[config.mk]
export PLATFORM = sky130hd
export DESIGN_NAME = staged_heater_steam_controller
export DESIGN_NICKNAME = d
export VERILOG_FILES = /design/src/design/shsc_pkg.sv /design/src/design/shsc_cfg.sv /design/src/design/shsc_ctrl.sv /design/src/design/shsc_energy.sv /design/src/design/staged_heater_steam_controller.sv
export SDC_FILE = /design/constraint.sdc
export NUM_CORES = 1
export LEC_CHECK = 0
export ABC_AREA = 1
export ABC_CLOCK_PERIOD_IN_PS = 8189
export BUFFER_PORTS_ARGS = -buffer_cell sky130_fd_sc_hd__buf_2
export CAP_MARGIN = 20
export CORE_MARGIN = 1.5
export CORE_UTILIZATION = 29
export CTS_CLUSTER_DIAMETER = 80
export CTS_CLUSTER_SIZE = 30
export DETAILED_ROUTE_END_ITERATION = 8
export GPL_ROUTABILITY_DRIVEN = 0
export PLACE_DENSITY = 0.52
export SYNTH_ARGS = -nofsm -noshare
export SYNTH_HDL_FRONTEND = slang
export SYNTH_SLANG_ARGS = --single-unit
[constraint.sdc]
create_clock -name clk -period 8.19 [get_ports clk]
set_input_delay 0.819 -clock clk [delete_from_list [all_inputs] [get_ports clk]]
set_output_delay 0.819 -clock clk [all_outputs]
set_load 0.02 [all_outputs]
[src/design/shsc_pkg.sv]
`default_nettype none

package shsc_pkg;

    // Configuration register indexes.
    localparam logic [2:0] REG_ENABLE          = 3'd0;
    localparam logic [2:0] REG_RUN_MODE        = 3'd1;
    localparam logic [2:0] REG_TARGET_TEMP     = 3'd2;
    localparam logic [2:0] REG_TARGET_HUMIDITY = 3'd3;
    localparam logic [2:0] REG_TEMP_BAND       = 3'd4;
    localparam logic [2:0] REG_FAN_DELTA       = 3'd5;
    localparam logic [2:0] REG_FAN_REQUEST     = 3'd6;

    // Run modes. The fourth code is treated as dry heat.
    localparam logic [1:0] MODE_DRY    = 2'd0;
    localparam logic [1:0] MODE_BIO    = 2'd1;
    localparam logic [1:0] MODE_CUSTOM = 2'd2;

    localparam logic [6:0] TEMP_BAND_RESET = 7'd20;
    localparam logic [6:0] FAN_DELTA_RESET = 7'd20;

    localparam int unsigned ENERGY_W = 48;

    typedef struct packed {
        logic       enable;
        logic [1:0] run_mode;
        logic [6:0] target_temp;
        logic [6:0] target_humidity;
        logic [6:0] temp_band;
        logic [6:0] fan_delta;
        logic       fan_request;
    } cfg_t;

    typedef struct packed {
        logic [1:0] heat_stages;
        logic       steam_on;
        logic       fan_on;
    } drive_t;

endpackage

`default_nettype wire

[src/design/shsc_cfg.sv]
`default_nettype none

module shsc_cfg
(
    input  wire logic          clk,
    input  wire logic          rst_n,
    input  wire logic          wr_en,
    input  wire logic [2:0]    wr_index,
    input  wire logic [6:0]    wr_data,
    output shsc_pkg::cfg_t     cfg
);

    shsc_pkg::cfg_t cfg_reg;
    shsc_pkg::cfg_t cfg_next;

    always_comb
    begin
        cfg_next = cfg_reg;
        if (wr_en)
        begin
            unique case (wr_index)
                shsc_pkg::REG_ENABLE:          cfg_next.enable          = wr_data[0];
                shsc_pkg::REG_RUN_MODE:        cfg_next.run_mode        = wr_data[1:0];
                shsc_pkg::REG_TARGET_TEMP:     cfg_next.target_temp     = wr_data;
                shsc_pkg::REG_TARGET_HUMIDITY: cfg_next.target_humidity = wr_data;
                shsc_pkg::REG_TEMP_BAND:       cfg_next.temp_band       = wr_data;
                shsc_pkg::REG_FAN_DELTA:       cfg_next.fan_delta       = wr_data;
                shsc_pkg::REG_FAN_REQUEST:     cfg_next.fan_request     = wr_data[0];
                default:                       cfg_next = cfg_reg;
            endcase
        end
    end

    always_ff @(posedge clk or negedge rst_n)
    begin
        if (!rst_n)
        begin
            cfg_reg.enable          <= 1'b0;
            cfg_reg.run_mode        <= shsc_pkg::MODE_DRY;
            cfg_reg.target_temp     <= 7'd0;
            cfg_reg.target_humidity <= 7'd0;
            cfg_reg.temp_band       <= shsc_pkg::TEMP_BAND_RESET;
            cfg_reg.fan_delta       <= shsc_pkg::FAN_DELTA_RESET;
            cfg_reg.fan_request     <= 1'b0;
        end
        else
        begin
            cfg_reg <= cfg_next;
        end
    end

    assign cfg = cfg_reg;

endmodule

`default_nettype wire

[src/design/shsc_ctrl.sv]
`default_nettype none

module shsc_ctrl
(
    input  wire shsc_pkg::cfg_t       cfg,
    input  wire logic signed [14:0]   top_temp,
    input  wire logic signed [14:0]   bottom_temp,
    input  wire logic [13:0]          top_humidity,
    output shsc_pkg::drive_t          drive
);

    logic signed [17:0] top_s;
    logic signed [17:0] bottom_s;
    logic signed [17:0] diff;
    logic signed [17:0] fan_lim;
    logic signed [17:0] tgt;
    logic signed [17:0] band_lim;
    logic signed [17:0] tgt_lo;
    logic signed [17:0] gap;
    logic signed [17:0] third_lim;
    logic [12:0]        band_x43;
    logic [5:0]         band_third;
    logic [13:0]        hum_lim;
    logic               humid_mode;
    logic [1:0]         stages;

    assign top_s    = 18'(top_temp);
    assign bottom_s = 18'(bottom_temp);
    assign diff     = top_s - bottom_s;
    assign fan_lim  = signed'(18'(cfg.fan_delta)) * 18'sd100;

    // floor(band / 3) for a 7-bit band, as a multiply by 43/128.
    assign band_x43   = 13'(cfg.temp_band) * 13'd43;
    assign band_third = band_x43[12:7];
    assign third_lim  = signed'(18'(band_third)) * 18'sd100;

    // Bio mode heats to 100 minus the humidity target, which may go negative.
    assign tgt = (cfg.run_mode == shsc_pkg::MODE_BIO)
               ? (18'sd100 - signed'(18'(cfg.target_humidity))) * 18'sd100
               : signed'(18'(cfg.target_temp)) * 18'sd100;

    assign band_lim = signed'(18'(cfg.temp_band)) * 18'sd100;
    assign tgt_lo   = tgt - band_lim;
    assign gap      = tgt - top_s;

    assign hum_lim    = 14'(cfg.target_humidity) * 14'd100;
    assign humid_mode = (cfg.run_mode == shsc_pkg::MODE_BIO)
                     || (cfg.run_mode == shsc_pkg::MODE_CUSTOM);

    always_comb
    begin
        if (top_s > tgt)
        begin
            stages = 2'd0;
        end
        else if ((top_s > tgt_lo) && (gap < third_lim))
        begin
            stages = 2'd2;
        end
        else
        begin
            stages = 2'd3;
        end
    end

    always_comb
    begin
        drive = '0;
        if (cfg.enable)
        begin
            drive.heat_stages = stages;
            drive.steam_on    = humid_mode && (top_humidity <= hum_lim);
            drive.fan_on      = (diff > fan_lim) && cfg.fan_request;
        end
    end

endmodule

`default_nettype wire

[src/design/shsc_energy.sv]
`default_nettype none

module shsc_energy
#(
    parameter int unsigned FLUSH_INTERVAL_MS = 10000
)
(
    input  wire logic                          clk,
    input  wire logic                          rst_n,
    input  wire logic                          step,
    input  wire logic                          enable,
    input  wire logic [31:0]                   now_ms,
    input  wire shsc_pkg::drive_t              drive,
    output logic [shsc_pkg::ENERGY_W-1:0]      total_energy,
    output logic [shsc_pkg::ENERGY_W-1:0]      session_energy
);

    localparam int unsigned EW = shsc_pkg::ENERGY_W;

    logic          fresh_reg;
    logic          fresh_next;
    logic [31:0]   last_flush_reg;
    logic [31:0]   last_flush_next;
    logic [2:0]    load_now_reg;
    logic [2:0]    load_now_next;
    logic [2:0]    load_before_reg;
    logic [2:0]    load_before_next;
    logic [EW-1:0] lifetime_reg;
    logic [EW-1:0] lifetime_next;
    logic [EW-1:0] session_reg;
    logic [EW-1:0] session_next;

    logic [31:0]   last_eff;
    logic [31:0]   elapsed;
    logic          flush;
    logic          add_en;
    logic [2:0]    mul_load;
    logic [34:0]   product;
    logic [EW:0]   life_sum;
    logic [EW:0]   sess_sum;
    logic [EW-1:0] life_sat;
    logic [EW-1:0] sess_sat;
    logic [2:0]    load_tick;

    // A fresh start measures from this tick.
    assign last_eff = fresh_reg ? now_ms : last_flush_reg;
    assign elapsed  = now_ms - last_eff;
    assign flush    = ((load_now_reg != 3'd0) && (elapsed > 32'(FLUSH_INTERVAL_MS)))
                   || (load_before_reg != load_now_reg);

    // Running ticks bill the load of two ticks back; switching off bills the last load.
    assign mul_load = enable ? load_before_reg : load_now_reg;
    assign add_en   = enable ? flush : (!fresh_reg && (load_now_reg != 3'd0));

    assign product = (mul_load[0] ? 35'(elapsed)          : 35'd0)
                   + (mul_load[1] ? 35'({elapsed, 1'b0})  : 35'd0)
                   + (mul_load[2] ? 35'({elapsed, 2'b00}) : 35'd0);

    assign life_sum = (EW+1)'(lifetime_reg) + (EW+1)'(product);
    assign sess_sum = (EW+1)'(session_reg) + (EW+1)'(product);
    assign life_sat = life_sum[EW] ? '1 : life_sum[EW-1:0];
    assign sess_sat = sess_sum[EW] ? '1 : sess_sum[EW-1:0];

    assign load_tick = 3'(drive.heat_stages) + 3'(drive.steam_on);

    always_comb
    begin
        fresh_next       = fresh_reg;
        last_flush_next  = last_flush_reg;
        load_now_next    = load_now_reg;
        load_before_next = load_before_reg;
        lifetime_next    = lifetime_reg;
        session_next     = session_reg;
        if (step)
        begin
            if (enable)
            begin
                fresh_next       = 1'b0;
                last_flush_next  = flush ? now_ms : last_eff;
                load_before_next = load_now_reg;
                load_now_next    = load_tick;
                if (add_en)
                begin
                    lifetime_next = life_sat;
                    session_next  = sess_sat;
                end
            end
            else
            begin
                fresh_next      = 1'b1;
                last_flush_next = 32'd0;
                load_now_next   = 3'd0;
                session_next    = '0;
                if (add_en)
                begin
                    lifetime_next = life_sat;
                end
            end
        end
    end

    always_ff @(posedge clk or negedge rst_n)
    begin
        if (!rst_n)
        begin
            fresh_reg       <= 1'b1;
            last_flush_reg  <= 32'd0;
            load_now_reg    <= 3'd0;
            load_before_reg <= 3'd0;
            lifetime_reg    <= '0;
            session_reg     <= '0;
        end
        else
        begin
            fresh_reg       <= fresh_next;
            last_flush_reg  <= last_flush_next;
            load_now_reg    <= load_now_next;
            load_before_reg <= load_before_next;
            lifetime_reg    <= lifetime_next;
            session_reg     <= session_next;
        end
    end

    // The totals only change together with a result, so they are read out directly.
    assign total_energy   = lifetime_reg;
    assign session_energy = session_reg;

    a_session_cleared: assert property (@(posedge clk) disable iff (!rst_n)
        (step && !enable) |=> (session_reg == '0) && fresh_reg && (load_now_reg == 3'd0))
        else $error("session state not cleared after a disabled tick");

    a_lifetime_monotonic: assert property (@(posedge clk) disable iff (!rst_n)
        step |=> (lifetime_reg >= $past(lifetime_reg)))
        else $error("lifetime energy decreased");

    a_idle_holds: assert property (@(posedge clk) disable iff (!rst_n)
        !step |=> $stable(lifetime_reg) && $stable(session_reg) && $stable(load_now_reg))
        else $error("energy state changed without a tick");

    a_load_range: assert property (@(posedge clk) disable iff (!rst_n)
        (load_now_reg <= 3'd4) && (load_before_reg <= 3'd4))
        else $error("load out of range");

endmodule

`default_nettype wire

[src/design/staged_heater_steam_controller.sv]
// Staged heater, steam and turbo-fan controller with energy metering.
//
// Ticks enter on the s_axis channel (time and sensor readings) and one result
// per tick leaves on the m_axis channel: heater stages, steam and fan drives and
// the lifetime and session energy totals in stage-milliseconds. Registers are
// written over the cfg channel, which is always ready; write it only while no
// transaction is in flight.
//
// A tick is captured in an input register and then resolved into the output
// register; while the receiver takes results, the block takes one tick per
// cycle. The energy state is updated in the same cycle that the result
// register loads.
// When the receiver stalls, the result is held and one further tick waits in
// the input register; s_axis_tready then drops until the result is taken.
// Reset empties both registers, restores the default registers (disabled, band
// and fan delta of 20 degrees) and clears all energy totals.
`default_nettype none

module staged_heater_steam_controller
#(
    parameter int unsigned FLUSH_INTERVAL_MS = 10000
)
(
    input  wire logic          clk,
    input  wire logic          rst_n,

    input  wire logic          s_axis_tvalid,
    output logic               s_axis_tready,
    // now_ms[31:0], top_temp[46:32], bottom_temp[61:47], top_humidity[75:62]
    input  wire logic [79:0]   s_axis_tdata,

    output logic               m_axis_tvalid,
    input  wire logic          m_axis_tready,
    // heat_stages[1:0], steam_on[2], fan_on[3], total_energy[51:4],
    // session_energy[99:52]
    output logic [103:0]       m_axis_tdata,

    input  wire logic          cfg_valid,
    output logic               cfg_ready,
    input  wire logic [2:0]    cfg_index,
    input  wire logic [6:0]    cfg_data
);

    shsc_pkg::cfg_t   cfg;
    shsc_pkg::drive_t drive;

    logic                                 in_valid_reg;
    logic                                 in_valid_next;
    logic [31:0]                          in_now_reg;
    logic signed [14:0]                   in_top_reg;
    logic signed [14:0]                   in_bottom_reg;
    logic [13:0]                          in_hum_reg;

    logic                                 out_valid_reg;
    logic                                 out_valid_next;
    shsc_pkg::drive_t                     out_drive_reg;

    logic [shsc_pkg::ENERGY_W-1:0]        total_energy;
    logic [shsc_pkg::ENERGY_W-1:0]        session_energy;

    logic                                 in_accept;
    logic                                 advance;

    assign cfg_ready = 1'b1;

    shsc_cfg u_cfg
    (
        .clk      (clk),
        .rst_n    (rst_n),
        .wr_en    (cfg_valid),
        .wr_index (cfg_index),
        .wr_data  (cfg_data),
        .cfg      (cfg)
    );

    assign advance       = in_valid_reg && (!out_valid_reg || m_axis_tready);
    assign s_axis_tready = !in_valid_reg || advance;
    assign in_accept     = s_axis_tvalid && s_axis_tready;

    assign in_valid_next  = in_accept ? 1'b1 : (advance ? 1'b0 : in_valid_reg);
    assign out_valid_next = advance ? 1'b1 : (m_axis_tready ? 1'b0 : out_valid_reg);

    always_ff @(posedge clk or negedge rst_n)
    begin
        if (!rst_n)
        begin
            in_valid_reg  <= 1'b0;
            out_valid_reg <= 1'b0;
        end
        else
        begin
            in_valid_reg  <= in_valid_next;
            out_valid_reg <= out_valid_next;
        end
    end

    always_ff @(posedge clk)
    begin
        if (in_accept)
        begin
            in_now_reg    <= s_axis_tdata[31:0];
            in_top_reg    <= s_axis_tdata[46:32];
            in_bottom_reg <= s_axis_tdata[61:47];
            in_hum_reg    <= s_axis_tdata[75:62];
        end
        if (advance)
        begin
            out_drive_reg <= drive;
        end
    end

    shsc_ctrl u_ctrl
    (
        .cfg          (cfg),
        .top_temp     (in_top_reg),
        .bottom_temp  (in_bottom_reg),
        .top_humidity (in_hum_reg),
        .drive        (drive)
    );

    shsc_energy
    #(
        .FLUSH_INTERVAL_MS (FLUSH_INTERVAL_MS)
    )
    u_energy
    (
        .clk            (clk),
        .rst_n          (rst_n),
        .step           (advance),
        .enable         (cfg.enable),
        .now_ms         (in_now_reg),
        .drive          (drive),
        .total_energy   (total_energy),
        .session_energy (session_energy)
    );

    assign m_axis_tvalid = out_valid_reg;
    assign m_axis_tdata  = {4'd0, session_energy, total_energy,
                            out_drive_reg.fan_on, out_drive_reg.steam_on,
                            out_drive_reg.heat_stages};

endmodule

`default_nettype wire

==> results of run 1 <==
[cells in the final DEF, fill, tap and decap left out, drive strengths merged, types with 10 or more instances in the layout]
cell type | Yosys | layout
nand2 | 1138 | 1138
inv | 666 | 678
a21oi | 255 | 255
a21o | 37 | 37
clkinv | 2 | 16
ha | 413 | 413
nand3b | 11 | 11
or2 | 10 | 10
nor4 | 20 | 20
nor3 | 42 | 42
xor2 | 117 | 117
o21bai | 16 | 16
dfrtp | 164 | 164
xnor2 | 62 | 62
nand3 | 230 | 230
clkbuf | 48 | 36
nand4 | 83 | 83
buf | 34 | 223
edfxtp | 80 | 80
nor2 | 265 | 265
fa | 57 | 57
a31oi | 32 | 32
o21ai | 255 | 255
[per-layer routing]
metal | wire, um | vias to the layer above | part of all wire | GRT usage
li1 | - | 13800 | - | -
met3 | 3350 | 114 | 0.039 | 0.0230
met5 | 22 | - | 0.00025 | 0
met2 | 38200 | 466 | 0.44 | 0.281
met1 | 42900 | 12200 | 0.49 | 0.238
met4 | 2420 | 4 | 0.028 | 0.0536
[critical path: cells and delay by family (launching register included)]
family / cells / cell delay, ns
simple gates: 16 / 2.00
fa+ha+maj: 4 / 1.59
xor+xnor: 1 / 0.34
buf+inv: 6 / 0.62
flops: 1 / 0.72
compound gates: 11 / 2.25
[final timing paths]
kind | start | end | slack (ns) | cells after the start
min in group clk | s_axis_tdata[43] | in_top_reg[11] | 0.39 | 1
hold reg to reg | u_energy.last_flush_reg[7] | u_energy.last_flush_reg[7] | 0.47 | 2
hold / removal | rst_n | u_energy.session_energy[6] | 0.34 | 1
setup reg to reg | u_energy.fresh_reg | u_energy.total_energy[37] | 0.61 | 38
setup / recovery | u_energy.fresh_reg | u_energy.total_energy[37] | 0.61 | 38
max in group asynchronous | rst_n | u_energy.last_flush_reg[25] | 6.32 | 2
[cell families after synthesis]
logic type | count (synthesis) | synth area share
XOR/XNOR | 179 | 0.0552
flip-flops | 249 | 0.233
AO/OA/AOI/OAI | 646 | 0.124
adder cells (fa/ha/maj) | 470 | 0.221
buffers and inverters | 750 | 0.102
AND/OR/NAND/NOR | 1814 | 0.264
other | 2 | 0.000263
[per-stage QoR]
step	hold WS, ns	instance area, sq um	util	setup slack (ns)	TNS [ns]
final	0.345	32300	0.332	0.613	0
after global routing	0.353	32300	0.332	-0.0267	-0.0655
after CTS	0.338	32200	0.332	0.558	0
after detailed placement	0.462	31000	0.319	0.586	0
after global placement	0.457	31000	0.319	0.604	0
after floorplan	0.444	28500	-	1.22	0
[final cells by class]
class                           count  area [sq um]
Inverter                          668          2510
Timing Repair Buffer              224          1260
Clock inverter                     27           363
Tap cell                         1276          1600
Fill cell                       10500         64800
Clock buffer                       35           855
Multi-Input combinational cell   3114         19100
Sequential cell                   249          6640
[timing repair]
action | 4_1_cts | 5_1_grt
hold endpoints to repair | 0 | 0
gates resized for setup | 0 | 10
setup endpoints to repair | 0 | 44
==> flow_summary_export.csv, run 1 <==
group,metric,value,unit
timing,timing.final.crit_share,0.925,
critical_path,critPathMaxStageDelay,0.72,ns
drt,ant_nets,0,
global_route,grt_max_degree,102,
timing,tightest_slew,1.20,ns
synthesis,yosysSeqAreaShare,0.233,
drt,dr.pass1.iters,7,
synthesis,yosysTopAreaCellShare,0.181,
synthesis,synth-seq-cells,249,
synthesis,yosysWarnings,0,
critical_path,critPathMostFrequentCell,"nand2_1",
global_route,antenna_found_initial,3,
synthesis,synth-main-ff-cell,"dfrtp_1",
die,core,0.0971,sq mm
timing,setup_viol,0,
critical_path,cp_slowest_cell,"dfstp_4",
layout,instances_no_fill,5593,
drt,wl_per_cell,15.5,um
critical_path,cp-end-kind,"flip-flop",
synthesis,syn_inst,4110,
layout,nets,4856,
synthesis,yosys.area.top_type,"ha_1",
critical_path,crit_required,8.73,ns
clocking,cts_setup_buffers,0,
clocking,worstSkewPairLatency,0.60,ns
global_route,track_usage,0.173,
drt,drt_wl_total,86.9,mm
place,io_buffer_count,192,
global_route,grt_pass1_vias,25900,
drt,via_per_inst,4.76,
synthesis,yosys-top-cells-area,"ha_1, nand2_1, dfrtp_1, inv_1, edfxtp_1",
timing,hold_viol_final,0,
synthesis,syn_area,0.0285,sq mm
timing,rsz0062_at_grt,"true",
die,start_util,0.294,
layout,n_antenna_cell,0,
synthesis,synthArstFlopShare,0.679,
die,rows,114,
clocking,hold_buffers,0,
layout,layout-drive-gt1-share,0.0757,
critical_path,crit_path_max_fanout,50,
drt,post-route-drc-count,0,
critical_path,worstSetupPathType,"flip-flop to flip-flop",
clocking,numClockSinks,249,
place,dp_cells,5530,
layout,area_growth,13.2,%
timing,slew_headroom,0.185,
clocking,cts_max_path_buffers,3,
min_path,hp-class,"input pin to async pin",
die,fp.dieW,317,um
global_route,grt_pass1_wl,138,mm
synthesis,yosysUniqueCellTypes,50,
synthesis,synth_most_common_cell,"nand2_1",
clocking,h-tree-depth,2,
drt,num_vias,26600,
timing,clock.fmax,0.132,GHz
synthesis,syn_avg_cell_area,6.94,sq um
synthesis,synth_edf_count,80,
synthesis,netlist_top_cells_count,"nand2_1, inv_1, ha_1",
place,hpwlAfterDp,71.3,mm
critical_path,start_kind,"flip-flop",
die,dieArea,0.100,sq mm
die,die_y,317,um
clocking,cts-root-buf,"clkbuf_16",
timing,slew_viol_final,0,
die,ios,202,
clocking,cts_tree,"built",
timing,clock_skew,0.0352,ns
timing,fin_crit,7.58,ns
global_route,grt_overflow,0,
run,cap_viol_max_count,0,
drt,drt-initial-drc-count,1514,
clocking,cts_buffers,34,
critical_path,cp_data_arrival_time,8.11,ns
clocking,path_clk_slew,0.07,ns
run_status,status,"finished, final reports clean",
Power of run 1 is left out: the tool's default activity adds up to more than one toggle a clock period on the data nets, which glitch-free logic cannot reach.
==> inputs of run 2 (changes only) <==
--- a/config.mk
+++ b/config.mk
@@ -5,7 +5,6 @@
 export SDC_FILE = /design/constraint.sdc
 export NUM_CORES = 1
 export LEC_CHECK = 0
-export ABC_AREA = 1
 export ABC_CLOCK_PERIOD_IN_PS = 8189
 export BUFFER_PORTS_ARGS = -buffer_cell sky130_fd_sc_hd__buf_2
 export CAP_MARGIN = 20
@@ -15,7 +14,7 @@
 export CTS_CLUSTER_SIZE = 30
 export DETAILED_ROUTE_END_ITERATION = 8
 export GPL_ROUTABILITY_DRIVEN = 0
-export PLACE_DENSITY = 0.52
+export PLACE_DENSITY = 0.53
 export SYNTH_ARGS = -nofsm -noshare
 export SYNTH_HDL_FRONTEND = slang
 export SYNTH_SLANG_ARGS = --single-unit
==> flow_summary_export.csv, run 2 <==
group,metric,value,unit
layout,fin_util,0.360,
synthesis,synth_most_common_cell,"ha_1",
critical_path,cp-end-kind,"flip-flop",
synthesis,synth-main-ff-cell,"dfrtp_1",
layout,final_cell_mix,"ha_1, nand2_1, inv_1, buf_4, buf_2",
clocking,h-tree-depth,1,
min_path,hp-class,"input pin to async pin",
clocking,cts-root-buf,"clkbuf_16",
critical_path,start_kind,"flip-flop",
timing,tightest_slew,1.05,ns
global_route,antenna_found_initial,11,
place,dp_cells,4411,
timing,slew_headroom,0.303,
critical_path,cp_slowest_cell,"dfstp_2",
timing,fin_crit,7.91,ns
synthesis,yosysUniqueCellTypes,79,
drt,drt_wl_total,71.4,mm
drt,num_vias,21700,
timing,finalSetupTns,0,ns
global_route,grt_pass1_wl,115,mm
layout,instances_no_fill,4479,
die,core,0.0866,sq mm
global_route,grt_pass1_vias,21200,
timing,timing.final.crit_share,0.966,
layout,nets,3869,
timing,slew_viol_final,0,
die,start_util,0.292,
critical_path,critPathMaxStageDelay,0.55,ns
layout,layout-drive-gt1-share,0.208,
synthesis,synth-seq-cells,249,
synthesis,synth_edf_count,80,
clocking,cts_tree,"built",
global_route,grt_overflow,0,
clocking,cts_buffers,25,
synthesis,yosys.area.top_type,"ha_1",
drt,drt-initial-drc-count,865,
synthesis,yosysTopAreaCellShare,0.204,
critical_path,cp_data_arrival_time,8.37,ns
die,dieArea,0.0890,sq mm
timing,clock_skew,0.0588,ns
synthesis,synthArstFlopShare,0.679,
clocking,numClockSinks,249,
drt,dr.pass1.iters,5,
synthesis,syn_inst,2896,
die,fp.dieW,298,um
clocking,cts_max_path_buffers,3,
place,hpwlAfterDp,57.5,mm
layout,area_growth,23.4,%
synthesis,yosysSeqAreaShare,0.262,
run_status,status,"finished, final reports clean",
critical_path,crit_required,8.65,ns
drt,post-route-drc-count,0,
die,ios,202,
timing,setup_viol,0,
timing,rsz0062_at_grt,"true",
drt,ant_nets,0,
die,rows,108,
layout,final_common_cell,"ha_1",
drt,via_per_inst,4.84,
global_route,track_usage,0.157,
run,cap_viol_max_count,0,
critical_path,path_delay_family,"compound AO/OA/AOI/OAI gates",
timing,clock.fmax,0.126,GHz
clocking,path_clk_slew,0.08,ns
global_route,grt_max_degree,75,
synthesis,yosys-top-cells-area,"ha_1, dfrtp_1, edfxtp_1, fa_1, xnor2_1",
timing,hold_viol_final,0,
drt,wl_per_cell,15.9,um
critical_path,worstSetupPathType,"flip-flop to flip-flop",
synthesis,netlist_top_cells_count,"ha_1, nand2_1, inv_1",
synthesis,syn_area,0.0253,sq mm
synthesis,yosysWarnings,0,
clocking,hold_buffers,0,
critical_path,crit_path_max_fanout,6,
place,io_buffer_count,192,
critical_path,cp_num_buf_inv,10,
die,die_y,298,um
synthesis,syn_avg_cell_area,8.74,sq um
clocking,worstSkewPairLatency,0.62,ns
## run 2: cell families (layout without fill, tap and decap cells)
logic type,after synthesis,count (layout),share of synthesized area
DFF,249,249,0.262
muxes,73,73,0.0308
AOI/OAI and AO/OA,710,710,0.178
other,2,6,0.000297
buffers and inverters,353,777,0.0541
and+or+nand+nor,853,853,0.160
adders and majority gates,470,470,0.249
xor gates and xnor gates,186,186,0.0644
## run 2: worst reg2reg max path, delay by kind of cell, from the launching register on
family / cells / cell delay (ns)
flops: 1 / 0.55
buf+inv: 10 / 1.30
compound gates: 20 / 3.40
fa+ha+maj: 4 / 1.33
xor+xnor: 2 / 0.28
simple gates: 6 / 0.73
mux: 1 / 0.20
## run 2: path summary, 6_finish.rpt
check                                    from  slack (ns)  cells past startpoint                       end
hold / removal                          rst_n        0.26                      1              in_valid_reg
setup / recovery           u_energy.fresh_reg        0.28                     43  u_energy.total_energy[2]
max in group asynchronous               rst_n        6.00                      3             u_cfg.cfg[31]
setup reg to reg           u_energy.fresh_reg        0.28                     43  u_energy.total_energy[2]
hold reg to reg                  in_valid_reg        0.51                      1             m_axis_tvalid
min in group clk             s_axis_tdata[16]        0.37                      1            in_now_reg[16]
## run 2: timing repair
item | 4_1_cts | 5_1_grt
setup buffers | 0 | 17
endpoints found under the hold margin | 0 | 0
setup endpoints to repair | 66 | 99
pin swaps | 0 | 57
cloned | 0 | 5
resized for setup | 9 | 163
## run 2: area by class of cell
class / count / area, sq um
tap: 1155 / 1450
clock buffer: 26 / 629
sequential: 249 / 6640
inverter: 265 / 995
clock inverter: 20 / 270
multi-input combinational: 2297 / 18000
fill: 8897 / 55400
timing repair buffer: 466 / 3200
antenna: 1 / 2.50
## run 2: routing by layer
metal	vias up	track usage	share of wire
li1	11200	-	-
met4	10	0.0236	0.014
met1	10200	0.229	0.52
met2	287	0.254	0.44
met5	-	0	0.00087
met3	60	0.0192	0.032
## run 2: through the flow
step / hold slack (ns) / area (sq um) / setup WS [ns]
after floorplan: 0.457 / 25300 / 0.0591
after global placement: 0.491 / 29300 / -0.0897
after detailed placement: 0.501 / 29300 / -0.156
after CTS: 0.247 / 30200 / 0.00400
after global routing: 0.288 / 31200 / -0.122
final: 0.255 / 31200 / 0.278
Power of run 2 is left out for the same reason.
